==> src/backlight_auto_dim_fader_macros.svh <==
// Assertion macros used by the one asserting file of the backlight fader.
// BLADF_ASSERT is quiet while reset is held; BLADF_ASSERT_RST checks in reset too.
`ifndef BACKLIGHT_AUTO_DIM_FADER_MACROS_SVH
`define BACKLIGHT_AUTO_DIM_FADER_MACROS_SVH
`ifndef SYNTHESIS
`define BLADF_ASSERT(lbl, prop, msg) \
  lbl: assert property (@(posedge clk) disable iff (!rst_n) prop) else $error(msg);
`define BLADF_ASSERT_RST(lbl, prop, msg) \
  lbl: assert property (@(posedge clk) prop) else $error(msg);
`else
`define BLADF_ASSERT(lbl, prop, msg)
`define BLADF_ASSERT_RST(lbl, prop, msg)
`endif
`endif

==> src/bladf_pkg.sv <==
`timescale 1ns / 1ps
package bladf_pkg;

  // Item and port widths
  localparam int ACTION_W   = 2;
  localparam int ELAPSED_W  = 16;
  localparam int LEVEL_W    = 8;
  localparam int IN_TDATA_W = 24;   // elapsed_ms, level
  localparam int OUT_TDATA_W = 8;   // duty
  localparam int CFG_IDX_W  = 3;
  localparam int CFG_DATA_W = 24;

  // State widths
  localparam int ACT_W  = 26;
  localparam int FADE_W = 16;
  localparam int TMO_S_W  = 16;
  localparam int TMO_MS_W = 24;

  // Fade step arithmetic
  localparam int MAX_STEP_MS = 50;
  localparam int MS_PER_S    = 1000;
  localparam int DT_W        = $clog2(MAX_STEP_MS + 1);
  // mag * dt * 8 fits in this many bits
  localparam int PROD_W      = FADE_W + DT_W + 3;
  // Exact floor division by 1000 through a rounded-up reciprocal
  localparam int RECIP_SHIFT = PROD_W + $clog2(MS_PER_S);
  localparam longint RECIP_M = ((64'd1 << RECIP_SHIFT) + MS_PER_S - 1) / MS_PER_S;
  localparam int RECIP_W     = $clog2(RECIP_M + 1);
  localparam int MUL_W       = (PROD_W > RECIP_W) ? PROD_W : RECIP_W;
  localparam int MULP_W      = 2 * MUL_W;
  // A quotient of PROD_W bits by 1000 needs at most PROD_W - 9 bits
  localparam int STEP_W      = PROD_W - 9;
  localparam int SUM_W       = STEP_W + 1;
  localparam logic [FADE_W-1:0] SNAP_LIM = 16'd128;

  // Reset values
  localparam logic [LEVEL_W-1:0]  LOW_RST  = 8'd10;
  localparam logic [TMO_S_W-1:0]  TMO_S_RST = 16'd60;
  localparam logic [TMO_MS_W-1:0] TMO_MS_RST = 24'd30000;
  localparam logic [LEVEL_W-1:0]  FULL_RST = 8'd255;

  // Action codes
  localparam logic [ACTION_W-1:0] ACT_UPDATE = 2'd0;
  localparam logic [ACTION_W-1:0] ACT_WAKE   = 2'd1;
  localparam logic [ACTION_W-1:0] ACT_SET    = 2'd2;

  // Register indexes
  localparam logic [CFG_IDX_W-1:0] CFG_LOW     = 3'd0;
  localparam logic [CFG_IDX_W-1:0] CFG_TMO_S   = 3'd1;
  localparam logic [CFG_IDX_W-1:0] CFG_TMO_MS  = 3'd2;
  localparam logic [CFG_IDX_W-1:0] CFG_FULL    = 3'd3;

  typedef struct packed {
    logic [LEVEL_W-1:0]  low_brightness;
    logic [TMO_S_W-1:0]  dim_timeout_s;
    logic [TMO_MS_W-1:0] initial_timeout_ms;
    logic [LEVEL_W-1:0]  full_brightness;
  } cfg_t;

  typedef struct packed {
    logic               wr;
    logic [LEVEL_W-1:0] val;
  } low_upd_t;

  typedef struct packed {
    logic [MUL_W-1:0] a;
    logic [MUL_W-1:0] b;
  } mul_req_t;

  typedef struct packed {
    logic               ready;
    logic               done;
    logic [LEVEL_W-1:0] duty;
    logic               dimmed;
  } seq_stat_t;

endpackage

==> src/backlight_auto_dim_fader.sv <==
`timescale 1ns / 1ps
// An update item steps through S_TMO, S_CHK, S_SCL and S_STP to S_DONE (S_TMO and S_CHK
// alone when the level is already at or within half a count of its target); wake and set
// items go straight to S_DONE, which waits for the output register to be free. Three
// passes through the one shared multiplier (timeout scale, fade step, divide by 1000)
// serve an update item with a fade step; one item in flight, none taken before S_IDLE.
// Reset (rst_n low, synchronous): control and config registers to defaults, level at full.
`include "backlight_auto_dim_fader_macros.svh"
module backlight_auto_dim_fader (
  input  logic                                clk,
  input  logic                                rst_n,
  input  logic                                in_tvalid,
  output logic                                in_tready,
  input  logic [bladf_pkg::IN_TDATA_W-1:0]    in_tdata,   // [15:0] elapsed_ms, [23:16] level
  input  logic [bladf_pkg::ACTION_W-1:0]      in_tuser,   // [1:0] action
  output logic                                out_tvalid,
  input  logic                                out_tready,
  output logic [bladf_pkg::OUT_TDATA_W-1:0]   out_tdata,  // [7:0] duty
  output logic                                out_tuser,  // [0] dimmed
  input  logic                                cfg_valid,
  output logic                                cfg_ready,
  input  logic [bladf_pkg::CFG_IDX_W-1:0]     cfg_index,
  input  logic [bladf_pkg::CFG_DATA_W-1:0]    cfg_data
);
  import bladf_pkg::*;

  cfg_t                cfg_r, cfg_nxt;
  low_upd_t            low_upd;
  mul_req_t            mul_req;
  logic [MULP_W-1:0]   mul_p;
  seq_stat_t           seq_stat;
  logic                in_acc;
  logic                cfg_wr;
  logic                out_free;
  logic                out_valid_r, out_valid_nxt;
  logic [OUT_TDATA_W-1:0] out_duty_r;
  logic                out_dim_r;

  assign in_tready = seq_stat.ready;
  assign in_acc    = in_tvalid && in_tready;
  assign cfg_ready = 1'b1;
  assign cfg_wr    = cfg_valid && cfg_ready;
  assign out_free  = !out_valid_r || out_tready;

  // Decode register writes; indexes beyond the list are dropped
  always_comb begin
    cfg_nxt     = cfg_r;
    low_upd.wr  = 1'b0;
    low_upd.val = cfg_data[LEVEL_W-1:0];
    if (cfg_wr) begin
      case (cfg_index)
        CFG_LOW: begin
          cfg_nxt.low_brightness = cfg_data[LEVEL_W-1:0];
          low_upd.wr             = 1'b1;
        end
        CFG_TMO_S:  cfg_nxt.dim_timeout_s      = cfg_data[TMO_S_W-1:0];
        CFG_TMO_MS: cfg_nxt.initial_timeout_ms = cfg_data[TMO_MS_W-1:0];
        CFG_FULL:   cfg_nxt.full_brightness    = cfg_data[LEVEL_W-1:0];
        default: begin
          cfg_nxt = cfg_r;
        end
      endcase
    end
  end

  always_ff @(posedge clk) begin
    if (!rst_n) begin
      cfg_r.low_brightness     <= LOW_RST;
      cfg_r.dim_timeout_s      <= TMO_S_RST;
      cfg_r.initial_timeout_ms <= TMO_MS_RST;
      cfg_r.full_brightness    <= FULL_RST;
    end else begin
      cfg_r <= cfg_nxt;
    end
  end

  bladf_mul u_mul (
    .clk (clk),
    .req (mul_req),
    .p_r (mul_p)
  );

  bladf_seq u_seq (
    .clk        (clk),
    .rst_n      (rst_n),
    .in_acc     (in_acc),
    .in_action  (in_tuser),
    .in_elapsed (in_tdata[ELAPSED_W-1:0]),
    .in_level   (in_tdata[ELAPSED_W +: LEVEL_W]),
    .cfg        (cfg_r),
    .low_upd    (low_upd),
    .out_free   (out_free),
    .mul_req    (mul_req),
    .mul_p      (mul_p),
    .stat       (seq_stat)
  );

  // Output register: hold the item until taken
  always_comb begin
    out_valid_nxt = out_valid_r;
    if (seq_stat.done) begin
      out_valid_nxt = 1'b1;
    end else if (out_tready) begin
      out_valid_nxt = 1'b0;
    end
  end

  always_ff @(posedge clk) begin
    if (!rst_n) begin
      out_valid_r <= 1'b0;
    end else begin
      out_valid_r <= out_valid_nxt;
    end
  end

  always_ff @(posedge clk) begin
    if (seq_stat.done) begin
      out_duty_r <= seq_stat.duty;
      out_dim_r  <= seq_stat.dimmed;
    end
  end

  assign out_tvalid = out_valid_r;
  assign out_tdata  = out_duty_r;
  assign out_tuser  = out_dim_r;

  `BLADF_ASSERT(a_busy_after_accept, in_acc |=> !in_tready, "block ready right after accepting an item")
  `BLADF_ASSERT(a_out_from_done, $rose(out_tvalid) |-> $past(seq_stat.done), "result raised without a finished item")
  `BLADF_ASSERT_RST(a_reset_idle, !rst_n |=> (!out_tvalid && in_tready), "block not idle after reset")

endmodule

==> src/bladf_mul.sv <==
`timescale 1ns / 1ps
module bladf_mul (
  input  logic                        clk,
  input  bladf_pkg::mul_req_t         req,
  output logic [bladf_pkg::MULP_W-1:0] p_r
);
  import bladf_pkg::*;

  // Multiply and register the product for the next sequencer step
  always_ff @(posedge clk) begin
    p_r <= MULP_W'(req.a) * MULP_W'(req.b);
  end

endmodule

==> src/bladf_seq.sv <==
`timescale 1ns / 1ps
module bladf_seq (
  input  logic                          clk,
  input  logic                          rst_n,
  input  logic                          in_acc,
  input  logic [bladf_pkg::ACTION_W-1:0]  in_action,
  input  logic [bladf_pkg::ELAPSED_W-1:0] in_elapsed,
  input  logic [bladf_pkg::LEVEL_W-1:0]   in_level,
  input  bladf_pkg::cfg_t               cfg,
  input  bladf_pkg::low_upd_t           low_upd,
  input  logic                          out_free,
  output bladf_pkg::mul_req_t           mul_req,
  input  logic [bladf_pkg::MULP_W-1:0]  mul_p,
  output bladf_pkg::seq_stat_t          stat
);
  import bladf_pkg::*;

  typedef enum logic [5:0] {
    S_IDLE = 6'b000001,
    S_TMO  = 6'b000010,
    S_CHK  = 6'b000100,
    S_SCL  = 6'b001000,
    S_STP  = 6'b010000,
    S_DONE = 6'b100000
  } state_t;

  state_t               state_r, state_nxt;
  logic [ACT_W-1:0]     act_r, act_nxt;
  logic                 dim_r, dim_nxt;
  logic                 user_r, user_nxt;
  logic [FADE_W-1:0]    fade_r, fade_nxt;
  logic [LEVEL_W-1:0]   tgt_r, tgt_nxt;
  logic                 dir_r, dir_nxt;
  logic [ELAPSED_W-1:0] elapsed_r, elapsed_nxt;

  logic [ACT_W:0]       act_sum;
  logic [ACT_W-1:0]     tmo;
  logic [LEVEL_W-1:0]   tgt_eff;
  logic [FADE_W-1:0]    tgt16;
  logic                 up;
  logic [FADE_W-1:0]    mag;
  logic [DT_W-1:0]      dt;
  logic [PROD_W-4:0]    prod_md;
  logic [PROD_W-1:0]    scaled;
  logic [STEP_W-1:0]    step;
  logic [SUM_W-1:0]     sum_up;

  // Shared datapath terms
  always_comb begin
    act_sum = {1'b0, act_r} + (ACT_W + 1)'(elapsed_r);
    tmo     = user_r ? mul_p[ACT_W-1:0] : ACT_W'(cfg.initial_timeout_ms);
    tgt_eff = tgt_r;
    if (!dim_r && (act_r >= tmo)) begin
      tgt_eff = cfg.low_brightness;
    end
    tgt16   = {tgt_eff, 8'h00};
    up      = tgt16 > fade_r;
    mag     = up ? (tgt16 - fade_r) : (fade_r - tgt16);
    dt      = (elapsed_r > ELAPSED_W'(MAX_STEP_MS)) ? DT_W'(MAX_STEP_MS) : DT_W'(elapsed_r);
    prod_md = mul_p[PROD_W-4:0];
    scaled  = dir_r ? (PROD_W'(prod_md) << 3) : (PROD_W'(prod_md) << 2);
    step    = mul_p[RECIP_SHIFT +: STEP_W];
    sum_up  = SUM_W'(fade_r) + SUM_W'(step);
  end

  // Sequencer: one pass per item, three multiplier trips per fade-step update
  always_comb begin
    state_nxt   = state_r;
    act_nxt     = act_r;
    dim_nxt     = dim_r;
    user_nxt    = user_r;
    fade_nxt    = fade_r;
    tgt_nxt     = tgt_r;
    dir_nxt     = dir_r;
    elapsed_nxt = elapsed_r;
    mul_req     = '0;

    // Low level written while dimmed retargets at once, outside S_CHK
    if (low_upd.wr && dim_r) begin
      tgt_nxt = low_upd.val;
    end

    case (state_r)
      S_IDLE: begin
        if (in_acc) begin
          elapsed_nxt = in_elapsed;
          state_nxt   = S_DONE;
          case (in_action)
            ACT_UPDATE: begin
              state_nxt = S_TMO;
            end
            ACT_WAKE: begin
              act_nxt = '0;
              if (dim_r) begin
                dim_nxt  = 1'b0;
                user_nxt = 1'b1;
              end
              tgt_nxt = cfg.full_brightness;
            end
            ACT_SET: begin
              tgt_nxt  = in_level;
              fade_nxt = {in_level, 8'h00};
            end
            default: begin
              state_nxt = S_DONE;
            end
          endcase
        end
      end
      S_TMO: begin
        // Advance the saturating counter and form the user timeout
        act_nxt   = act_sum[ACT_W] ? '1 : act_sum[ACT_W-1:0];
        mul_req.a = MUL_W'(cfg.dim_timeout_s);
        mul_req.b = MUL_W'(MS_PER_S);
        state_nxt = S_CHK;
      end
      S_CHK: begin
        if (!dim_r && (act_r >= tmo)) begin
          dim_nxt = 1'b1;
        end
        tgt_nxt = tgt_eff;
        if (tgt16 == fade_r) begin
          state_nxt = S_DONE;
        end else if (mag < SNAP_LIM) begin
          fade_nxt  = tgt16;
          state_nxt = S_DONE;
        end else begin
          mul_req.a = MUL_W'(mag);
          mul_req.b = MUL_W'(dt);
          dir_nxt   = up;
          state_nxt = S_SCL;
        end
      end
      S_SCL: begin
        // Apply speed, then divide by 1000 through the reciprocal
        mul_req.a = MUL_W'(scaled);
        mul_req.b = MUL_W'(RECIP_M);
        state_nxt = S_STP;
      end
      S_STP: begin
        if (dir_r) begin
          fade_nxt = (sum_up > SUM_W'(16'hFFFF)) ? 16'hFFFF : sum_up[FADE_W-1:0];
        end else begin
          fade_nxt = (SUM_W'(step) > SUM_W'(fade_r)) ? '0 :
                     FADE_W'(SUM_W'(fade_r) - SUM_W'(step));
        end
        state_nxt = S_DONE;
      end
      S_DONE: begin
        if (out_free) begin
          state_nxt = S_IDLE;
        end
      end
      default: begin
        state_nxt = S_IDLE;
      end
    endcase
  end

  // Status towards the ports
  always_comb begin
    stat.ready  = (state_r == S_IDLE);
    stat.done   = (state_r == S_DONE) && out_free;
    stat.duty   = fade_r[FADE_W-1:8];
    stat.dimmed = dim_r;
  end

  always_ff @(posedge clk) begin
    if (!rst_n) begin
      state_r <= S_IDLE;
      act_r   <= '0;
      dim_r   <= 1'b0;
      user_r  <= 1'b0;
      fade_r  <= {FULL_RST, 8'h00};
      tgt_r   <= FULL_RST;
    end else begin
      state_r <= state_nxt;
      act_r   <= act_nxt;
      dim_r   <= dim_nxt;
      user_r  <= user_nxt;
      fade_r  <= fade_nxt;
      tgt_r   <= tgt_nxt;
    end
  end

  // Hold item payload and direction
  always_ff @(posedge clk) begin
    dir_r     <= dir_nxt;
    elapsed_r <= elapsed_nxt;
  end

endmodule

==> config.mk <==
export PLATFORM = sky130hd
export DESIGN_NAME = backlight_auto_dim_fader
export DESIGN_NICKNAME = d
export VERILOG_FILES = /design/src/bladf_pkg.sv /design/src/backlight_auto_dim_fader.sv /design/src/bladf_mul.sv /design/src/bladf_seq.sv
export VERILOG_INCLUDE_DIRS = /design/src /design/src/src
export SDC_FILE = /design/constraint.sdc
export NUM_CORES = 1
export LEC_CHECK = 0
export BUFFER_PORTS_ARGS = -buffer_cell sky130_fd_sc_hd__buf_2
export CORE_AREA = 2 2 217 219
export DETAILED_ROUTE_END_ITERATION = 8
export DIE_AREA = 0 0 219 221
export GPL_TIMING_DRIVEN = 0
export PLACE_DENSITY = 0.82
export SETUP_SLACK_MARGIN = 0.1
export SYNTH_ARGS = -nofsm -noshare
export SYNTH_HDL_FRONTEND = slang
export SYNTH_SLANG_ARGS = --single-unit
==> constraint.sdc <==
create_clock -name clk -period 16.55 [get_ports clk]
set_input_delay 1.655 -clock clk [delete_from_list [all_inputs] [get_ports clk]]
set_output_delay 1.655 -clock clk [all_outputs]
set_load 0.03 [all_outputs]
[Word level (Yosys, flattened, before mapping)]
Cells that the tools add are included.
Storage, ports and cells
  register bits: 192
  logic and storage cells: 111
Operators by class
  add/sub/neg operators: 5
  multiply operators: 1
  $lt $le $gt $ge: 6
  equal/unequal tests: 19
  mux-type cells: 38
  bitwise logic cells: 2
  reduce and logical (&&, ||, !) cells: 24
Operators by type and width (count)
  52-bit one-hot mux with 3 select lines: 1
  16-bit 2-to-1 mux: 8
  26-bit 2-to-1 mux: 4
  52-bit 2-to-1 mux: 1
  26-bit one-hot mux with 2 select lines: 1
  26-bit by 26-bit multiplier with 51-bit output: 1
  16-bit one-hot mux with 3 select lines: 1
  16-bit subtractor: 3
  42-bit 2-to-1 mux: 1
  6-bit 2-to-1 mux: 6
  6-bit one-hot mux with 6 select lines: 1
  16-bit greater-than comparator: 2
  8-bit one-hot mux with 2 select lines: 2
  26-bit by 16-bit adder with 27-bit output: 1
  26-bit greater-or-equal comparator: 1
  25-bit 2-to-1 mux: 1
  8-bit 2-to-1 mux: 3
  16-bit by 16-bit adder with 17-bit output: 1
  17-bit by 16-bit greater-than comparator with 1-bit output, second input constant: 1
  16-bit == test: 1
  16-bit by 6-bit greater-than comparator with 1-bit output, second input constant: 1
  16-bit by 8-bit less-than comparator with 1-bit output, second input constant: 1
  2-bit by 1-bit != test with 1-bit output, second input constant: 6
  2-bit AND reduction: 6
  24 further kinds: 40

[Depth between registers and ports, before layout]
  word-level depth: 11
  depth in mapped cells: 49
  mapped depth without buffers: 41

[Cells and area by module]
Synthesis repeated with hierarchy kept, for this count alone.
Second synthesis, totals
  cells, all modules: 3910
  area, all modules: 34732.1 um^2
Modules (own cells, without submodules)
  bladf_mul: instances 1, cells an instance 2562, area an instance 23413.7 um^2, seq. area each 1041.0 um^2
  bladf_seq: instances 1, cells an instance 1103, area an instance 8723.4 um^2, seq. area each 1671.6 um^2
  backlight_auto_dim_fader: instances 1, cells an instance 245, area an instance 2595.0 um^2, seq. area each 1411.4 um^2

[Worst setup path after synthesis]
No wires, ideal clock.
  path kind: register to register
  from: register u_seq.user_r
  to: register u_mul.p_r[47] (netlist name)
  setup time: 0.079 ns
  arrival time: 12.227 ns
  slack: 4.244 ns
  cell stages (with the launch flop): 47
  buffers on the path: 6
  clock period less this slack: 12.306 ns
  cells stage by stage: dfxtp_1 -> clkbuf_1 -> buf_1 -> mux2i_1 -> ha_1 -> a21o_1 -> a21o_1 -> a221oi_1 -> nor3_1 -> o31ai_1 -> buf_1 -> mux2i_1 -> inv_1 -> ha_1 -> clkbuf_1 -> nand4_1 -> or4_4 -> nand2_4 -> (+11 left out) -> fa_1 -> fa_1 -> inv_1 -> fa_1 -> fa_1 -> inv_1 -> fa_1 -> inv_1 -> ha_1 -> a21oi_1 -> nand2_1 -> nor3_1 -> a211oi_1 -> o21ai_0 -> a21oi_1 -> o21ai_0 -> or4b_2 -> o211ai_1
Between the ends
  cells in the longest elaborated chain, start to end: 11
  elaborated cells between the ends (all ways): 14
  those cells by class: add/sub: 2; mul: 1; order compare: 3; eq/ne: 1; mux: 6; reduce/logical: 1
Ends and longest elaborated chain
  start: declaration: RTL line bladf_seq.sv:30  | logic user_r, user_nxt;
  start signal: assignment: RTL line bladf_seq.sv:180  | user_r <= user_nxt;
  26-bit 2-to-1 mux *: RTL line bladf_seq.sv:51  | tmo = user_r ? mul_p[ACT_W-1:0] : ACT_W'(cfg.initial_timeout_ms);
  26-bit greater-or-equal comparator *: RTL line bladf_seq.sv:53  | if (!dim_r && (act_r >= tmo)) begin
  1-bit logical AND *: RTL line bladf_seq.sv:53
  8-bit 2-to-1 mux *: RTL line bladf_seq.sv:53
  16-bit greater-than comparator *: RTL line bladf_seq.sv:57  | up = tgt16 > fade_r;
  via u_seq.up: RTL line bladf_seq.sv:40  | logic up;
  16-bit 2-to-1 mux *: RTL line bladf_seq.sv:58  | mag = up ? (tgt16 - fade_r) : (fade_r - tgt16);
  16-bit by 8-bit less-than comparator with 1-bit output: RTL line bladf_seq.sv:124  | end else if (mag < SNAP_LIM) begin
  42-bit 2-to-1 mux *: RTL line bladf_seq.sv:124
  52-bit 2-to-1 mux *: RTL line bladf_seq.sv:122  | if (tgt16 == fade_r) begin
  52-bit one-hot mux with 3 select lines *: RTL line bladf_seq.sv:83  | case (state_r)
  26-bit by 26-bit multiplier with 51-bit output *: RTL line bladf_mul.sv:11  | p_r <= MULP_W'(req.a) * MULP_W'(req.b);
  end signal: assignment: RTL line bladf_mul.sv:11
  end: declaration: RTL line bladf_mul.sv:5  | output logic [bladf_pkg::MULP_W-1:0] p_r
Mark *: on every way through the listed nets, which the timed path passes. The rest lies on a longest branch.
A chain may end at the register's enable or synchronous reset.

[Worst setup path after layout]
  from: register u_seq.user_r
  to: register u_mul.p_r[47] (netlist name)
Between the ends
  cells in the longest elaborated chain, start to end: 11
  elaborated cells between the ends (all ways): 14
  those cells by class: add/sub: 2; mul: 1; order compare: 3; eq/ne: 1; mux: 6; reduce/logical: 1
Ends and longest elaborated chain (RTL line)
  26-bit 2-to-1 mux *: bladf_seq.sv:51
  26-bit greater-or-equal comparator *: bladf_seq.sv:53
  1-bit logical AND *: bladf_seq.sv:53
  8-bit 2-to-1 mux *: bladf_seq.sv:53
  16-bit subtractor / 16-bit greater-than comparator (equally long branches): bladf_seq.sv:58, bladf_seq.sv:57
  16-bit 2-to-1 mux: bladf_seq.sv:58
  16-bit by 8-bit less-than comparator with 1-bit output: bladf_seq.sv:124
  42-bit 2-to-1 mux: bladf_seq.sv:124
  52-bit 2-to-1 mux *: bladf_seq.sv:122
  52-bit one-hot mux with 3 select lines *: bladf_seq.sv:83
  26-bit by 26-bit multiplier with 51-bit output *: bladf_mul.sv:11
Every way passes the cells marked *; elsewhere a longest branch is shown, timed or not.

==> impl_results.md <==
- Max Buffers Root-to-Sink: 2
- Vias: 20800
- Min Clock Period, post-route: 15490 ps
- Number of hold violations in the final report: 0
- Num CTS Buffers: 17
- RSZ-0062 raised after global routing: false
- Setup Skew: 14.2 ps
- Delay-heaviest family, CP: adder cells
- Primary FF master, synth: dfxtp_1
- Max VDD drop: 71.4 µV
- Power per cell area: 50.1 nW/µm²
- Core area: 46100 µm²
- Setup WS pre-CTS: 1760 ps
- Status: completed
- Most frequent cells in the layout: 597 x inv_1, 382 x ha_1, 285 x fa_1, 218 x nor2_1, 208 x nand2_1
- Final count of pins violating max slew: 0
- Startpoint types: flop
- Hold-fix buffers, CTS: 0
- Site Rows: 79
- Initial detailed-routing violation count: 2377
- Initial core utilization: 54.3%
- Layout cells sized above 1: 5.52%
- Largest net degree at the start of global routing: 22
- Finished Cell Area: 26900 µm²
- Die area: 48400 µm²
- Most used cell, CP: fa_1
- Critical Path Sink Type: flop
- Worst-Margin Slew: 1200 ps
- FILL cells: 3860
- Synth top area share: 22.8%
- Total power: 1.35 mW
- Critical path type: reg -> reg
- Die Ht: 221 µm
- Hold crit path type: reg -> reg
- Yosys cell types: 83
- Critical path peak fanout: 10
- CTS resizes: 0
- Most common cell after layout, fill and taps aside: inv_1
- Post-Synthesis Cells: 2870
- Post-Syn Area per Cell: 8.71 µm²
- Cell Area, Placed: 26200 µm²
- I/O pins: 70
- Total of max-cap violations: 0
- Clk slew on worst S/H paths: 90 ps
- Final Cycle Share: 93.6%
- Overflow after GRT: 0
- Antenna diodes: 0
- Nets: 3718
- DRC Markers: 0
- Synth Warn #: 0
- GRT Util Overall: 28.6%
- Area grow syn2layout: 7.50%
- Placer's final routability congestion estimate: 0.969
- CP arrival: 15870 ps
- Via density: 5.76
- DP HPWL: 56.3 mm
- DRT Wirelength: 67.9 mm
- Initial antenna violation count: 0
- Static Leakage: 13.8 nW
- Data required, critical path: 16930 ps
- H-tree depth: 4
- Insertion delay to the later sink of the worst-skew pair: 460 ps
- Synth Register Bits: 183
- Final setup fails: 0
- Post-synth top area cell: fa_1
- Register Area: 3920 µm²
- Port buffer count: 68
- Post-synthesis sequential area ratio: 15.7%
- Async set-reset flop share out of synthesis: 0%
- Max Clk Rate: 64.6 MHz
- Number of routed nets with antenna violations: 0
- Core Util, Final: 58.3%
- CTS tree: yes
- Vias in the first global route: 20200
- Drt pass-1 iters: 7
- Setup TNS: 0 ps
- Max incr delay on CP: 810 ps
- Postcts setup bufs: 0
- Number of synthesized flops with an enable pin: 26
- Post-Syn Area: 25000 µm²
- WL/cell: 18.8 µm
- CTS Root Buffer Type: clkbuf_16
- Crit path buffers/inverters: 12
- Die width: 219 µm
- First-pass GRT wire length: 109 mm
- Area of the multi-input gates: 18600 µm²
- Slew headroom: 20.1%
- Synth top area cells: fa_1 23%, ha_1 19%, dfxtp_1 13%
- Clock sinks: 183
- Final setup margin: 1060 ps
- Worst path slowest cell: nor4_2
-- layer usage --
layer	track usage [%]	vias to the layer above	wire, µm	part of all wire [%]
met2	43.9	1051	29800	44
met4	11.1	0	3130	4.6
met3	5.66	210	6730	9.9
met1	39.7	9925	28200	42
li1	-	9618	-	-
met5	0	-	0	0
-- Yosys cell counts (all sizes together), types with 5 or more instances --
library cell / number
a32oi: 6
nor2b: 18
ha: 382
edfxtp: 26
nor4: 12
nand2: 209
or2: 29
nor2: 218
o221ai: 6
nor3b: 7
o21ai: 90
clkbuf: 67
a21o: 46
inv: 598
or3: 14
a31oi: 38
a21oi: 166
a21boi: 6
and3: 18
a221oi: 10
nor3: 33
mux2: 5
mux2i: 59
a311oi: 13
or4b: 6
xor2: 24
nand3b: 7
o211ai: 12
o21bai: 10
and2: 26
fa: 285
a211o: 12
nand3: 47
o21a: 14
dfxtp: 157
a41oi: 9
buf: 19
xnor2: 50
o31ai: 7
nand4: 18
a211oi: 17
nand2b: 16
-- worst register-to-register path: cells and delay by family (launching register included) --
family                     cells  cell delay (ps)
AOI/OAI and AO/OA              9             2880
adders and majority gates     10             4380
buffers and inverters         12             3370
DFF                            1              320
muxes                          2              750
and+or+nand+nor               10             3670
-- path summary, 6_finish.rpt --
path | startpoint | to | slack [ps] | cells past startpoint
max | u_seq.user_r$_SDFFE_PN0P_ | u_mul.p_r[47]$_DFF_P_ | 1060 | 43
min | cfg_r[14]$_SDFFE_PN0P_ | cfg_r[14]$_SDFFE_PN0P_ | 460 | 2
max reg2reg | u_seq.user_r$_SDFFE_PN0P_ | u_mul.p_r[47]$_DFF_P_ | 1060 | 43
min reg2reg | cfg_r[14]$_SDFFE_PN0P_ | cfg_r[14]$_SDFFE_PN0P_ | 460 | 2
-- cell families (layout without fill, tap and decap cells) --
kind of cell	after synthesis	in the layout	share of synthesized area, %
AOI/OAI and AO/OA	503	503	13.6
xor gates and xnor gates	74	74	2.59
adders and majority gates	667	667	42.0
buffers and inverters	686	786	10.5
DFF	183	183	15.7
muxes	64	64	2.59
other	2	38	0.0301
and+or+nand+nor	691	691	13.1
-- metrics by stage --
step / instances / hold WS [ps]
final: 3613 / 458
after global routing: 3613 / 478
after CTS: 3613 / 457
after detailed placement: 3581 / 446
after global placement: 3581 / 439
after floorplan: 2906 / 432
-- flip-flops by register name (all words and copies together) (netlist names) --
signal / cells
cfg_r: 56
out_tdata: 8
out_tuser: 1
out_tvalid: 1
u_mul.p_r: 42
u_seq.act_r: 26
u_seq.dim_r: 1
u_seq.dir_r: 1
u_seq.elapsed_r: 16
u_seq.fade_r: 16
u_seq.state_r: 6
u_seq.tgt_r: 8
u_seq.user_r: 1
-- report_power, final --
group	total [mW]	leakage, nW	internal (mW)	switching [mW]
clock network	0.448	0.310	0.223	0.225
logic	0.397	12.0	0.145	0.251
registers	0.502	1.52	0.475	0.0269
total	1.35	13.8	0.843	0.503
-- final cells by class --
| cell class | count | area share (%) |
|---|---|---|
| multi-input combinational | 2037 | 69.2 |
| sequential | 183 | 14.6 |
| inverter | 600 | 8.38 |
| tap | 607 | 2.83 |
| clock buffer | 17 | 1.58 |
| buffer | 86 | 1.39 |
| timing repair buffer | 68 | 1.27 |
| clock inverter | 15 | 0.792 |
Power figures use the tool's default switching activity.
